===== src/hdl/scte_pkg.sv =====
`timescale 1ns / 1ps
`default_nettype none

package scte_pkg;

	localparam int NUM_SPANS_DEF   = 64;
	localparam int BLOCK_BYTES_DEF = 4096;
	localparam int MAX_LEN_DEF     = 1048575;

	localparam int OP_W   = 2;
	localparam int OFF_W  = 32;
	localparam int LEN_W  = 20;
	localparam int END_W  = 33;
	localparam int ST_W   = 3;
	localparam int SLOT_W = 6;
	localparam int MLEN_W = 21;
	localparam int DOFF_W = 21;
	localparam int RCNT_W = 7;

	typedef enum logic [OP_W-1:0] {
		OP_REQ  = 2'd0,
		OP_DROP = 2'd1,
		OP_FAIL = 2'd2
	} op_t;

	typedef enum logic [ST_W-1:0] {
		ST_HIT   = 3'd0,
		ST_MISS  = 3'd1,
		ST_WB    = 3'd2,
		ST_CLEAN = 3'd3,
		ST_BUSY  = 3'd4,
		ST_NOACT = 3'd5,
		ST_FAIL  = 3'd6,
		ST_RANGE = 3'd7
	} status_t;

	typedef struct packed {
		logic    latch;
		logic    scan_start;
		logic    scan;
		logic    hit_take;
		logic    alloc;
		logic    rd_active;
		logic    clr_active;
		logic    free_active;
		logic    res_load;
		status_t res_status;
		logic    emit;
	} cmd_t;

	typedef struct packed {
		logic [OP_W-1:0] op;
		logic            active;
		logic            range_bad;
		logic            dirty;
		logic            hit;
		logic            last;
		logic            out_free;
	} sts_t;

endpackage

`default_nettype wire


===== src/hdl/scte_ctrl.sv =====
`timescale 1ns / 1ps
`default_nettype none

module scte_ctrl (
	input  wire                 clk,
	input  wire                 arst_n,
	input  wire                 in_valid,
	output logic                in_stall,
	input  scte_pkg::sts_t      sts,
	output scte_pkg::cmd_t      cmd
);

	typedef enum logic [2:0] {
		S_IDLE,
		S_DECODE,
		S_SCAN,
		S_ALLOC,
		S_WBRES,
		S_FIN
	} state_t;

	state_t state_q;
	state_t state_d;

	always_comb begin
		cmd     = '0;
		state_d = state_q;
		case (state_q)
			S_IDLE: begin
				if (in_valid) begin
					cmd.latch = 1'b1;
					state_d   = S_DECODE;
				end
			end
			S_DECODE: begin
				case (sts.op)
					scte_pkg::OP_REQ: begin
						if (sts.active) begin
							cmd.res_load   = 1'b1;
							cmd.res_status = scte_pkg::ST_BUSY;
							state_d        = S_FIN;
						end else if (sts.range_bad) begin
							cmd.res_load   = 1'b1;
							cmd.res_status = scte_pkg::ST_RANGE;
							state_d        = S_FIN;
						end else begin
							cmd.scan_start = 1'b1;
							state_d        = S_SCAN;
						end
					end
					scte_pkg::OP_DROP: begin
						if (!sts.active) begin
							cmd.res_load   = 1'b1;
							cmd.res_status = scte_pkg::ST_NOACT;
							state_d        = S_FIN;
						end else if (sts.dirty) begin
							cmd.rd_active = 1'b1;
							state_d       = S_WBRES;
						end else begin
							cmd.res_load   = 1'b1;
							cmd.res_status = scte_pkg::ST_CLEAN;
							cmd.clr_active = 1'b1;
							state_d        = S_FIN;
						end
					end
					scte_pkg::OP_FAIL: begin
						cmd.res_load = 1'b1;
						if (!sts.active) begin
							cmd.res_status = scte_pkg::ST_NOACT;
						end else begin
							cmd.res_status  = scte_pkg::ST_FAIL;
							cmd.free_active = 1'b1;
						end
						state_d = S_FIN;
					end
					default: begin
						// unused op: no result
						state_d = S_IDLE;
					end
				endcase
			end
			S_SCAN: begin
				cmd.scan = 1'b1;
				if (sts.hit) begin
					cmd.hit_take   = 1'b1;
					cmd.res_load   = 1'b1;
					cmd.res_status = scte_pkg::ST_HIT;
					state_d        = S_FIN;
				end else if (sts.last) begin
					state_d = S_ALLOC;
				end
			end
			S_ALLOC: begin
				cmd.alloc      = 1'b1;
				cmd.res_load   = 1'b1;
				cmd.res_status = scte_pkg::ST_MISS;
				state_d        = S_FIN;
			end
			S_WBRES: begin
				cmd.res_load   = 1'b1;
				cmd.res_status = scte_pkg::ST_WB;
				cmd.clr_active = 1'b1;
				state_d        = S_FIN;
			end
			S_FIN: begin
				if (sts.out_free) begin
					cmd.emit = 1'b1;
					state_d  = S_IDLE;
				end
			end
			default: begin
				state_d = S_IDLE;
			end
		endcase
	end

	always_ff @(posedge clk or negedge arst_n) begin
		if (!arst_n) begin
			state_q  <= S_IDLE;
			in_stall <= 1'b0;
		end else begin
			state_q  <= state_d;
			in_stall <= (state_d != S_IDLE);
		end
	end

endmodule

`default_nettype wire


===== src/hdl/scte_dpath.sv =====
`timescale 1ns / 1ps
`default_nettype none

module scte_dpath #(
	parameter int NUM_SPANS   = scte_pkg::NUM_SPANS_DEF,
	parameter int BLOCK_BYTES = scte_pkg::BLOCK_BYTES_DEF,
	parameter int MAX_LEN     = scte_pkg::MAX_LEN_DEF
) (
	input  wire                               clk,
	input  wire                               arst_n,
	input  scte_pkg::cmd_t                    cmd,
	output scte_pkg::sts_t                    sts,
	input  wire  [scte_pkg::OP_W-1:0]         op,
	input  wire  [scte_pkg::OFF_W-1:0]        offset,
	input  wire  [scte_pkg::LEN_W-1:0]        length,
	input  wire                               dirty,
	output logic                              out_valid,
	input  wire                               out_stall,
	output logic [scte_pkg::ST_W-1:0]         status,
	output logic [scte_pkg::SLOT_W-1:0]       slot,
	output logic [scte_pkg::OFF_W-1:0]        mem_start,
	output logic [scte_pkg::MLEN_W-1:0]       mem_len,
	output logic [scte_pkg::DOFF_W-1:0]       data_offset,
	output logic [scte_pkg::RCNT_W-1:0]       removed_count
);

	localparam int IW     = (NUM_SPANS > 1) ? $clog2(NUM_SPANS) : 1;
	localparam int RW     = $clog2(NUM_SPANS + 1);
	localparam int OW     = scte_pkg::OFF_W;
	localparam int EW     = scte_pkg::END_W;
	localparam int MW     = EW + OW;
	localparam logic [IW-1:0] LAST_IDX = IW'(NUM_SPANS - 1);
	localparam logic [EW-1:0] MASK_E   = EW'(BLOCK_BYTES - 1);
	localparam logic [OW-1:0] MASK_O   = OW'(BLOCK_BYTES - 1);

	// latched item
	logic [scte_pkg::OP_W-1:0]  op_q;
	logic [OW-1:0]              off_q;
	logic [scte_pkg::LEN_W-1:0] len_q;
	logic                       dirty_q;
	logic [EW-1:0]              end_q;

	// tag store
	logic [MW-1:0]        mem [NUM_SPANS];
	logic [MW-1:0]        rd_data_q;
	logic [IW-1:0]        rd_addr;
	logic [NUM_SPANS-1:0] valid_q;

	// scan
	logic [IW-1:0] rd_cnt_q;
	logic          rd_more_q;
	logic          act_s1;
	logic          vld_s1;
	logic [IW-1:0] idx_s1;
	logic [RW-1:0] removed_q;
	logic          free_found_q;
	logic [IW-1:0] free_slot_q;
	logic [IW-1:0] victim_q;

	logic          act_q;
	logic [IW-1:0] act_slot_q;

	// result staging
	logic [scte_pkg::ST_W-1:0]   res_status_q;
	logic [scte_pkg::SLOT_W-1:0] res_slot_q;
	logic [OW-1:0]               res_start_q;
	logic [scte_pkg::MLEN_W-1:0] res_len_q;
	logic [scte_pkg::DOFF_W-1:0] res_doff_q;
	logic [scte_pkg::RCNT_W-1:0] res_rcnt_q;

	logic [OW-1:0] rd_begin;
	logic [EW-1:0] rd_limit;
	logic [EW-1:0] b_e;
	logic [EW-1:0] off_e;
	logic          hit_c;
	logic          inval_c;
	logic          kill;
	logic          post_vld;
	logic [IW-1:0] alloc_slot;
	logic [OW-1:0] new_begin;
	logic [EW-1:0] new_limit;
	logic [EW-1:0] wb_len;
	logic [EW-1:0] miss_len;
	logic [OW-1:0] hit_doff;
	logic          range_bad;

	assign rd_begin = rd_data_q[OW-1:0];
	assign rd_limit = rd_data_q[MW-1:OW];
	assign b_e      = {1'b0, rd_begin};
	assign off_e    = {1'b0, off_q};

	assign hit_c   = (b_e <= off_e) && (end_q <= rd_limit);
	assign inval_c = ((b_e <= off_e) && (off_e < rd_limit)) ||
	                 ((b_e <= end_q) && (end_q < rd_limit));
	assign kill     = act_s1 && vld_s1 && !hit_c && inval_c;
	assign post_vld = vld_s1 && !kill;

	assign alloc_slot = free_found_q ? free_slot_q : victim_q;
	assign new_begin  = off_q & ~MASK_O;
	assign new_limit  = (end_q + MASK_E) & ~MASK_E;
	assign miss_len   = new_limit - {1'b0, new_begin};
	assign wb_len     = rd_limit - b_e;
	assign hit_doff   = off_q - rd_begin;

	assign range_bad = (32'(len_q) > 32'(MAX_LEN)) || (end_q[EW-1] && (|end_q[EW-2:0]));

	assign rd_addr = cmd.rd_active ? act_slot_q : rd_cnt_q;

	always_comb begin
		sts           = '0;
		sts.op        = op_q;
		sts.active    = act_q;
		sts.range_bad = range_bad;
		sts.dirty     = dirty_q;
		sts.hit       = act_s1 && vld_s1 && hit_c;
		sts.last      = act_s1 && (idx_s1 == LAST_IDX);
		sts.out_free  = !out_valid || !out_stall;
	end

	always_ff @(posedge clk) begin
		if (cmd.latch) begin
			op_q    <= op;
			off_q   <= offset;
			len_q   <= length;
			dirty_q <= dirty;
			end_q   <= {1'b0, offset} + EW'(length);
		end
	end

	always_ff @(posedge clk) begin
		if (cmd.alloc) begin
			mem[alloc_slot] <= {new_limit, new_begin};
		end
		rd_data_q <= mem[rd_addr];
	end

	always_ff @(posedge clk or negedge arst_n) begin
		if (!arst_n) begin
			rd_cnt_q     <= '0;
			rd_more_q    <= 1'b0;
			act_s1       <= 1'b0;
			vld_s1       <= 1'b0;
			idx_s1       <= '0;
			removed_q    <= '0;
			free_found_q <= 1'b0;
			free_slot_q  <= '0;
		end else if (cmd.scan_start) begin
			rd_cnt_q     <= '0;
			rd_more_q    <= 1'b1;
			act_s1       <= 1'b0;
			removed_q    <= '0;
			free_found_q <= 1'b0;
		end else if (cmd.scan) begin
			act_s1 <= rd_more_q;
			if (rd_more_q) begin
				idx_s1    <= rd_cnt_q;
				vld_s1    <= valid_q[rd_cnt_q];
				rd_cnt_q  <= IW'(rd_cnt_q + 1'b1);
				rd_more_q <= (rd_cnt_q != LAST_IDX);
			end
			if (kill) begin
				removed_q <= RW'(removed_q + 1'b1);
			end
			// first slot left free once this one has been checked
			if (act_s1 && !post_vld && !free_found_q) begin
				free_found_q <= 1'b1;
				free_slot_q  <= idx_s1;
			end
		end
	end

	always_ff @(posedge clk or negedge arst_n) begin
		if (!arst_n) begin
			valid_q    <= '0;
			victim_q   <= '0;
			act_q      <= 1'b0;
			act_slot_q <= '0;
		end else begin
			if (cmd.scan && kill) begin
				valid_q[idx_s1] <= 1'b0;
			end
			if (cmd.free_active) begin
				valid_q[act_slot_q] <= 1'b0;
			end
			if (cmd.alloc) begin
				valid_q[alloc_slot] <= 1'b1;
				act_q               <= 1'b1;
				act_slot_q          <= alloc_slot;
				if (!free_found_q) begin
					victim_q <= (victim_q == LAST_IDX) ? '0 : IW'(victim_q + 1'b1);
				end
			end
			if (cmd.hit_take) begin
				act_q      <= 1'b1;
				act_slot_q <= idx_s1;
			end
			if (cmd.clr_active || cmd.free_active) begin
				act_q <= 1'b0;
			end
		end
	end

	always_ff @(posedge clk) begin
		if (cmd.res_load) begin
			res_status_q <= cmd.res_status;
			case (cmd.res_status)
				scte_pkg::ST_HIT: begin
					res_slot_q  <= scte_pkg::SLOT_W'(idx_s1);
					res_start_q <= '0;
					res_len_q   <= '0;
					res_doff_q  <= scte_pkg::DOFF_W'(hit_doff);
					res_rcnt_q  <= scte_pkg::RCNT_W'(removed_q);
				end
				scte_pkg::ST_MISS: begin
					res_slot_q  <= scte_pkg::SLOT_W'(alloc_slot);
					res_start_q <= new_begin;
					res_len_q   <= scte_pkg::MLEN_W'(miss_len);
					res_doff_q  <= scte_pkg::DOFF_W'(off_q & MASK_O);
					res_rcnt_q  <= scte_pkg::RCNT_W'(removed_q);
				end
				scte_pkg::ST_WB: begin
					res_slot_q  <= scte_pkg::SLOT_W'(act_slot_q);
					res_start_q <= rd_begin;
					res_len_q   <= scte_pkg::MLEN_W'(wb_len);
					res_doff_q  <= '0;
					res_rcnt_q  <= '0;
				end
				scte_pkg::ST_CLEAN,
				scte_pkg::ST_FAIL: begin
					res_slot_q  <= scte_pkg::SLOT_W'(act_slot_q);
					res_start_q <= '0;
					res_len_q   <= '0;
					res_doff_q  <= '0;
					res_rcnt_q  <= '0;
				end
				default: begin
					res_slot_q  <= '0;
					res_start_q <= '0;
					res_len_q   <= '0;
					res_doff_q  <= '0;
					res_rcnt_q  <= '0;
				end
			endcase
		end
	end

	always_ff @(posedge clk or negedge arst_n) begin
		if (!arst_n) begin
			out_valid <= 1'b0;
		end else if (cmd.emit) begin
			out_valid <= 1'b1;
		end else if (!out_stall) begin
			out_valid <= 1'b0;
		end
	end

	always_ff @(posedge clk) begin
		if (cmd.emit) begin
			status        <= res_status_q;
			slot          <= res_slot_q;
			mem_start     <= res_start_q;
			mem_len       <= res_len_q;
			data_offset   <= res_doff_q;
			removed_count <= res_rcnt_q;
		end
	end

`ifndef ASSERT_OFF
	a_alloc_active: assert property (@(posedge clk) disable iff (!arst_n)
		cmd.alloc |=> act_q && valid_q[act_slot_q])
		else $error("allocated slot not left valid and active");

	a_free_slot_empty: assert property (@(posedge clk) disable iff (!arst_n)
		cmd.alloc && free_found_q |-> !valid_q[free_slot_q])
		else $error("free slot chosen while still valid");

	a_fail_frees: assert property (@(posedge clk) disable iff (!arst_n)
		cmd.free_active |=> !act_q && !valid_q[$past(act_slot_q)])
		else $error("fetch failure did not free the active slot");

	a_emit_free: assert property (@(posedge clk) disable iff (!arst_n)
		cmd.emit |-> (!out_valid || !out_stall))
		else $error("result overwrites an item not yet taken");
`endif

endmodule

`default_nettype wire


===== src/hdl/span_cache_tag_engine_core.sv =====
// Steps: a missing request scans every slot (one slot per cycle through the tag memory read
//   port), then allocates; a hit in slot i ends the scan there. Busy and range rejects, clean
//   drops and fetch failures go from decode straight to the result; dirty drops read the tag first.
// Items are taken one at a time, and an unused op returns to idle with no result;
//   the next item is taken while the previous result waits in the output register.
// Reset: valid bits, active span, victim pointer and handshake clear at once; no tag clear.
`timescale 1ns / 1ps
`default_nettype none

module span_cache_tag_engine_core #(
	parameter int NUM_SPANS   = scte_pkg::NUM_SPANS_DEF,
	parameter int BLOCK_BYTES = scte_pkg::BLOCK_BYTES_DEF,
	parameter int MAX_LEN     = scte_pkg::MAX_LEN_DEF
) (
	input  wire                               clk,
	input  wire                               arst_n,
	input  wire                               in_valid,
	output logic                              in_stall,
	input  wire  [scte_pkg::OP_W-1:0]         op,
	input  wire  [scte_pkg::OFF_W-1:0]        offset,
	input  wire  [scte_pkg::LEN_W-1:0]        length,
	input  wire                               dirty,
	output logic                              out_valid,
	input  wire                               out_stall,
	output logic [scte_pkg::ST_W-1:0]         status,
	output logic [scte_pkg::SLOT_W-1:0]       slot,
	output logic [scte_pkg::OFF_W-1:0]        mem_start,
	output logic [scte_pkg::MLEN_W-1:0]       mem_len,
	output logic [scte_pkg::DOFF_W-1:0]       data_offset,
	output logic [scte_pkg::RCNT_W-1:0]       removed_count
);

	scte_pkg::cmd_t cmd;
	scte_pkg::sts_t sts;

	scte_ctrl u_ctrl (
		.clk      (clk),
		.arst_n   (arst_n),
		.in_valid (in_valid),
		.in_stall (in_stall),
		.sts      (sts),
		.cmd      (cmd)
	);

	scte_dpath #(
		.NUM_SPANS   (NUM_SPANS),
		.BLOCK_BYTES (BLOCK_BYTES),
		.MAX_LEN     (MAX_LEN)
	) u_dpath (
		.clk           (clk),
		.arst_n        (arst_n),
		.cmd           (cmd),
		.sts           (sts),
		.op            (op),
		.offset        (offset),
		.length        (length),
		.dirty         (dirty),
		.out_valid     (out_valid),
		.out_stall     (out_stall),
		.status        (status),
		.slot          (slot),
		.mem_start     (mem_start),
		.mem_len       (mem_len),
		.data_offset   (data_offset),
		.removed_count (removed_count)
	);

endmodule

`default_nettype wire


===== config.mk =====
export PLATFORM = sky130hd
export DESIGN_NAME = span_cache_tag_engine_core
export DESIGN_NICKNAME = d
export VERILOG_FILES = /design/src/hdl/scte_pkg.sv /design/src/hdl/scte_ctrl.sv /design/src/hdl/scte_dpath.sv /design/src/hdl/span_cache_tag_engine_core.sv
export SDC_FILE = /design/constraint.sdc
export NUM_CORES = 2
export LEC_CHECK = 0
export ABC_AREA = 1
export BUFFER_PORTS_ARGS = -buffer_cell sky130_fd_sc_hd__buf_2
export CORE_ASPECT_RATIO = 0.9
export CORE_MARGIN = 2
export CORE_UTILIZATION = 35
export CTS_CLUSTER_SIZE = 10
export DETAILED_ROUTE_END_ITERATION = 12
export PLACE_DENSITY_LB_ADDON = 0.3
export SLEW_MARGIN = 40
export SYNTH_ARGS = -nofsm -noshare
export SYNTH_HDL_FRONTEND = slang
export SYNTH_MEMORY_MAX_BITS = 65536
export SYNTH_SLANG_ARGS = --single-unit
export TNS_END_PERCENT = 50

===== constraint.sdc =====
create_clock -name clk -period 14.1 [get_ports clk]
set_clock_uncertainty 0.15 [all_clocks]
set_input_delay 2.82 -clock clk [delete_from_list [all_inputs] [get_ports clk]]
set_output_delay 2.82 -clock clk [all_outputs]
set_load 0.05 [all_outputs]

==> out/qor.yml <==
place:
  dp.cells: 17200
  place.gp.congestion: 0.873
  io_buffers: 126
  dp_slack_ns: 8.30
  hpwl_mm: 218
run_status:
  status: "complete, no violations"
global_routing:
  antenna_found_initial: 19
  busiest_layer: "met2"
  grt_start_max_net_pins: 181
  grt_use_met1_pct: 30.2
  grt_overflow: 0
  met3_usage_pct: 3.74
  grt_usage_pct: 21.4
  grt_pass1_wl_mm: 596
  use_met2_pct: 33.6
  grt_pass1_vias: 84800
cts:
  h-tree-depth: 5
  cts_setup_buffers: 0
  clk_pin_slew_worst_paths_ns: 0.05
  cts_max_path_buffers: 4
  cts-root-buf: "clkbuf_16"
  cts_tree: "done"
  cts_buffers: 344
  ctsResizeCount: 0
  clock-sinks: 2976
  cts_hold_buf: 0
  clock_latency_ns: 0.91
routing:
  wl_per_cell_um: 23.2
  wl_mm: 413
  vias: 90800
  postRouteAntennaNets: 0
  drtPass1Iterations: 6
  initialDrtViolationCount: 10600
  drc: 0
  viasPerCell: 5.11
sta:
  setup_slack_ns: 8.16
  finalHoldViolations: 0
  rsz0062_at_grt: "false"
  slew_violations: 0
  final.min_clock_period_ns: 5.94
  clock.fmax_mhz: 168
  tns_ns: 0
  tightest_slew_ns: 0.934
  setup_violations: 0
  slew_headroom_pct: 37.4
  fin_crit_sh_pct: 42.1
yosys:
  async_flop_share_pct: 3.73
  avgSynthCellArea_sq_um: 10.4
  synth-edff-count: 2824
  synth.distinct_cells: 50
  synth-main-ff-cell: "edfxtp_1"
  netlist_instances: 12600
  yosysSeqAreaShare_pct: 67.7
  syn_area_sq_um: 131000
  ys_ff_latch: 2976
  ys_warn_count: 0
worst_setup_path:
  worstPathRequired_ns: 14.68
  cpPeakStageDelay_ns: 0.69
  crit_arrival_ns: 6.52
  timing.rr.start: "u_dpath.op_q[1]"
  reg2reg_slack_ns: 8.16
  path_cells: "inv_1, ha_1, inv_1, nor2_1, nand2_2, o21ai_4, buf_4, buf_4, buf_12, buf_4, buf_4, nand3_1, nand3_1, nand3_1, nand3_1, nand2_1"
  critPathKind: "reg2reg"
  cp-start-kind: "flop"
  cp-startpoint: "u_dpath.op_q[1]"
  path_delay_family: "buffers and inverters"
  cp_max_fo: 102
  cpMaxStageDelayCell: "buf_4"
  cp_num_buf_inv: 7
  end_kind: "flop"
layout:
  fin_cells: 17800
  fillers: 35400
  mostFrequentLayoutCell: "nand2_1"
  num-nets-final: 12900
  most-common-layout-cells: "nand2_1 (3,932), edfxtp_1 (2,824), nand3_1 (2,037), inv_1 (1,817), clkbuf_16 (349)"
  final_util_pct: 39.8
  syn_to_final_growth_pct: 13.1
  layout-drive-gt1-share_pct: 6.71
die:
  start_util_pct: 35.2
  die_y_um: 583
  die_w_um: 648
  pin_count: 151
  core_area_sq_um: 371000
  design.die.area_sq_um: 378000
  num_rows: 212
power_and_ir_drop:
  p_total_w: 0.0237
  p_leak_nw: 59.5
  p_per_area_nw_per_um2: 161
  ir_drop_mv: 0.0984
run:
  max_cap_violations: 0
worst_hold_path:
  min_from: "u_dpath.res_rcnt_q[3]"
  hold_path.class: "reg2reg"
registers in the layout, summed over array words and instances (netlist names), 7 cells and up:
signal and cells:
u_dpath.mem 2624, u_dpath.valid_q 64, u_dpath.rd_data_q 41, u_dpath.end_q 33
u_dpath.off_q 32, u_dpath.data_offset 21, u_dpath.res_doff_q 21, u_dpath.mem_start 20
u_dpath.res_start_q 20, u_dpath.mem_len 9, u_dpath.res_len_q 9, u_dpath.removed_count 7
u_dpath.removed_q 7, u_dpath.res_rcnt_q 7
worst reg2reg max path, cell delays in order (launching register included):
cell and delay (ns):
edfxtp_1 0.42, inv_1 0.10, ha_1 0.25, inv_1 0.06
nor2_1 0.22, nand2_2 0.33, o21ai_4 0.39, buf_4 0.60
buf_4 0.69, buf_12 0.62, buf_4 0.86, buf_4 0.51
nand3_1 0.18, nand3_1 0.12, nand3_1 0.11, nand3_1 0.11
nand2_1 0.07
power breakdown:
| group | switching [W] | total, W | internal [W] |
|---|---|---|---|
| clock network | 0.00343 | 0.00799 | 0.00456 |
| registers | 0.000265 | 0.0107 | 0.0105 |
| logic | 0.00373 | 0.00498 | 0.00126 |
kinds of logic (layout without fill, tap and decap cells):
logic type / after synthesis / in the layout / share of synthesized area, %
DFF: 2976 / 2976 / 67.7
and+or+nand+nor: 6453 / 6453 / 20.8
buffers and inverters: 2483 / 2730 / 7.54
xor gates and xnor gates: 52 / 52 / 0.349
adders and majority gates: 135 / 135 / 1.32
muxes: 2 / 2 / 0.0173
other: 1 / 27 / 0.00287
AOI/OAI and AO/OA: 471 / 471 / 2.29
metrics by stage:
step                      hold WS, ns  cell area, sq um
after global routing            0.252            148000
final                           0.250            148000
after global placement          0.251            137000
after floorplan                 0.250            131000
after CTS                       0.249            147000
after detailed placement        0.255            138000
cell usage after synthesis, types with 3 or more instances:
library cell / instances / share of area [%]
nand2_1: 3935 / 11
edfxtp_1: 2824 / 65
nand3_1: 2038 / 7.8
inv_1: 1833 / 5.3
buf_2: 337 / 1.3
nor2_1: 328 / 0.94
clkbuf_1: 205 / 0.59
o211ai_1: 168 / 0.97
ha_1: 131 / 1.3
o21ai_0: 129 / 0.49
dfrtp_1: 111 / 2.1
nand4_1: 84 / 0.40
buf_1: 80 / 0.23
a21oi_1: 78 / 0.30
dfxtp_1: 41 / 0.63
nor3_1: 39 / 0.15
xor2_1: 37 / 0.25
a21boi_0: 30 / 0.17
buf_4: 26 / 0.15
o22ai_1: 23 / 0.11
xnor2_1: 15 / 0.10
a31oi_1: 12 / 0.058
or2_2: 9 / 0.043
nor4_1: 8 / 0.038
a21o_1: 7 / 0.040
o21a_1: 6 / 0.035
fa_1: 4 / 0.061
nor3b_1: 3 / 0.017
o21ai_2: 3 / 0.020
per-layer routing:
layer	up-vias	wire, um	share of wire [%]
li1	41700	-	-
met1	44500	177000	43
met2	3961	185000	45
met3	678	38000	9.2
met4	2	12900	3.1
met5	-	11	0.0027
final cells by class:
type	count	area [sq um]	share of cell area, %
flip-flops and latches	2976	88400	59.9
clock buffers	507	9350	6.33
repair buffers	367	3330	2.25
inverters	1835	6910	4.68
multi-input cells	7137	33200	22.5
well taps	4922	6160	4.17
clock inverters	21	268	0.181
diodes	3	7.51	0.00508
path summary, 6_finish.rpt:
kind,end,cells after the start
setup / recovery,u_dpath.rd_data_q[27],16
hold / removal,u_dpath.removed_count[3],0
setup reg to reg,u_dpath.rd_data_q[27],16
hold reg to reg,u_dpath.removed_count[3],0
max in group asynchronous,u_dpath.valid_q[16],2
min in group asynchronous,u_ctrl.in_stall,1
Note: power is estimated with default switching activity, not from simulation.
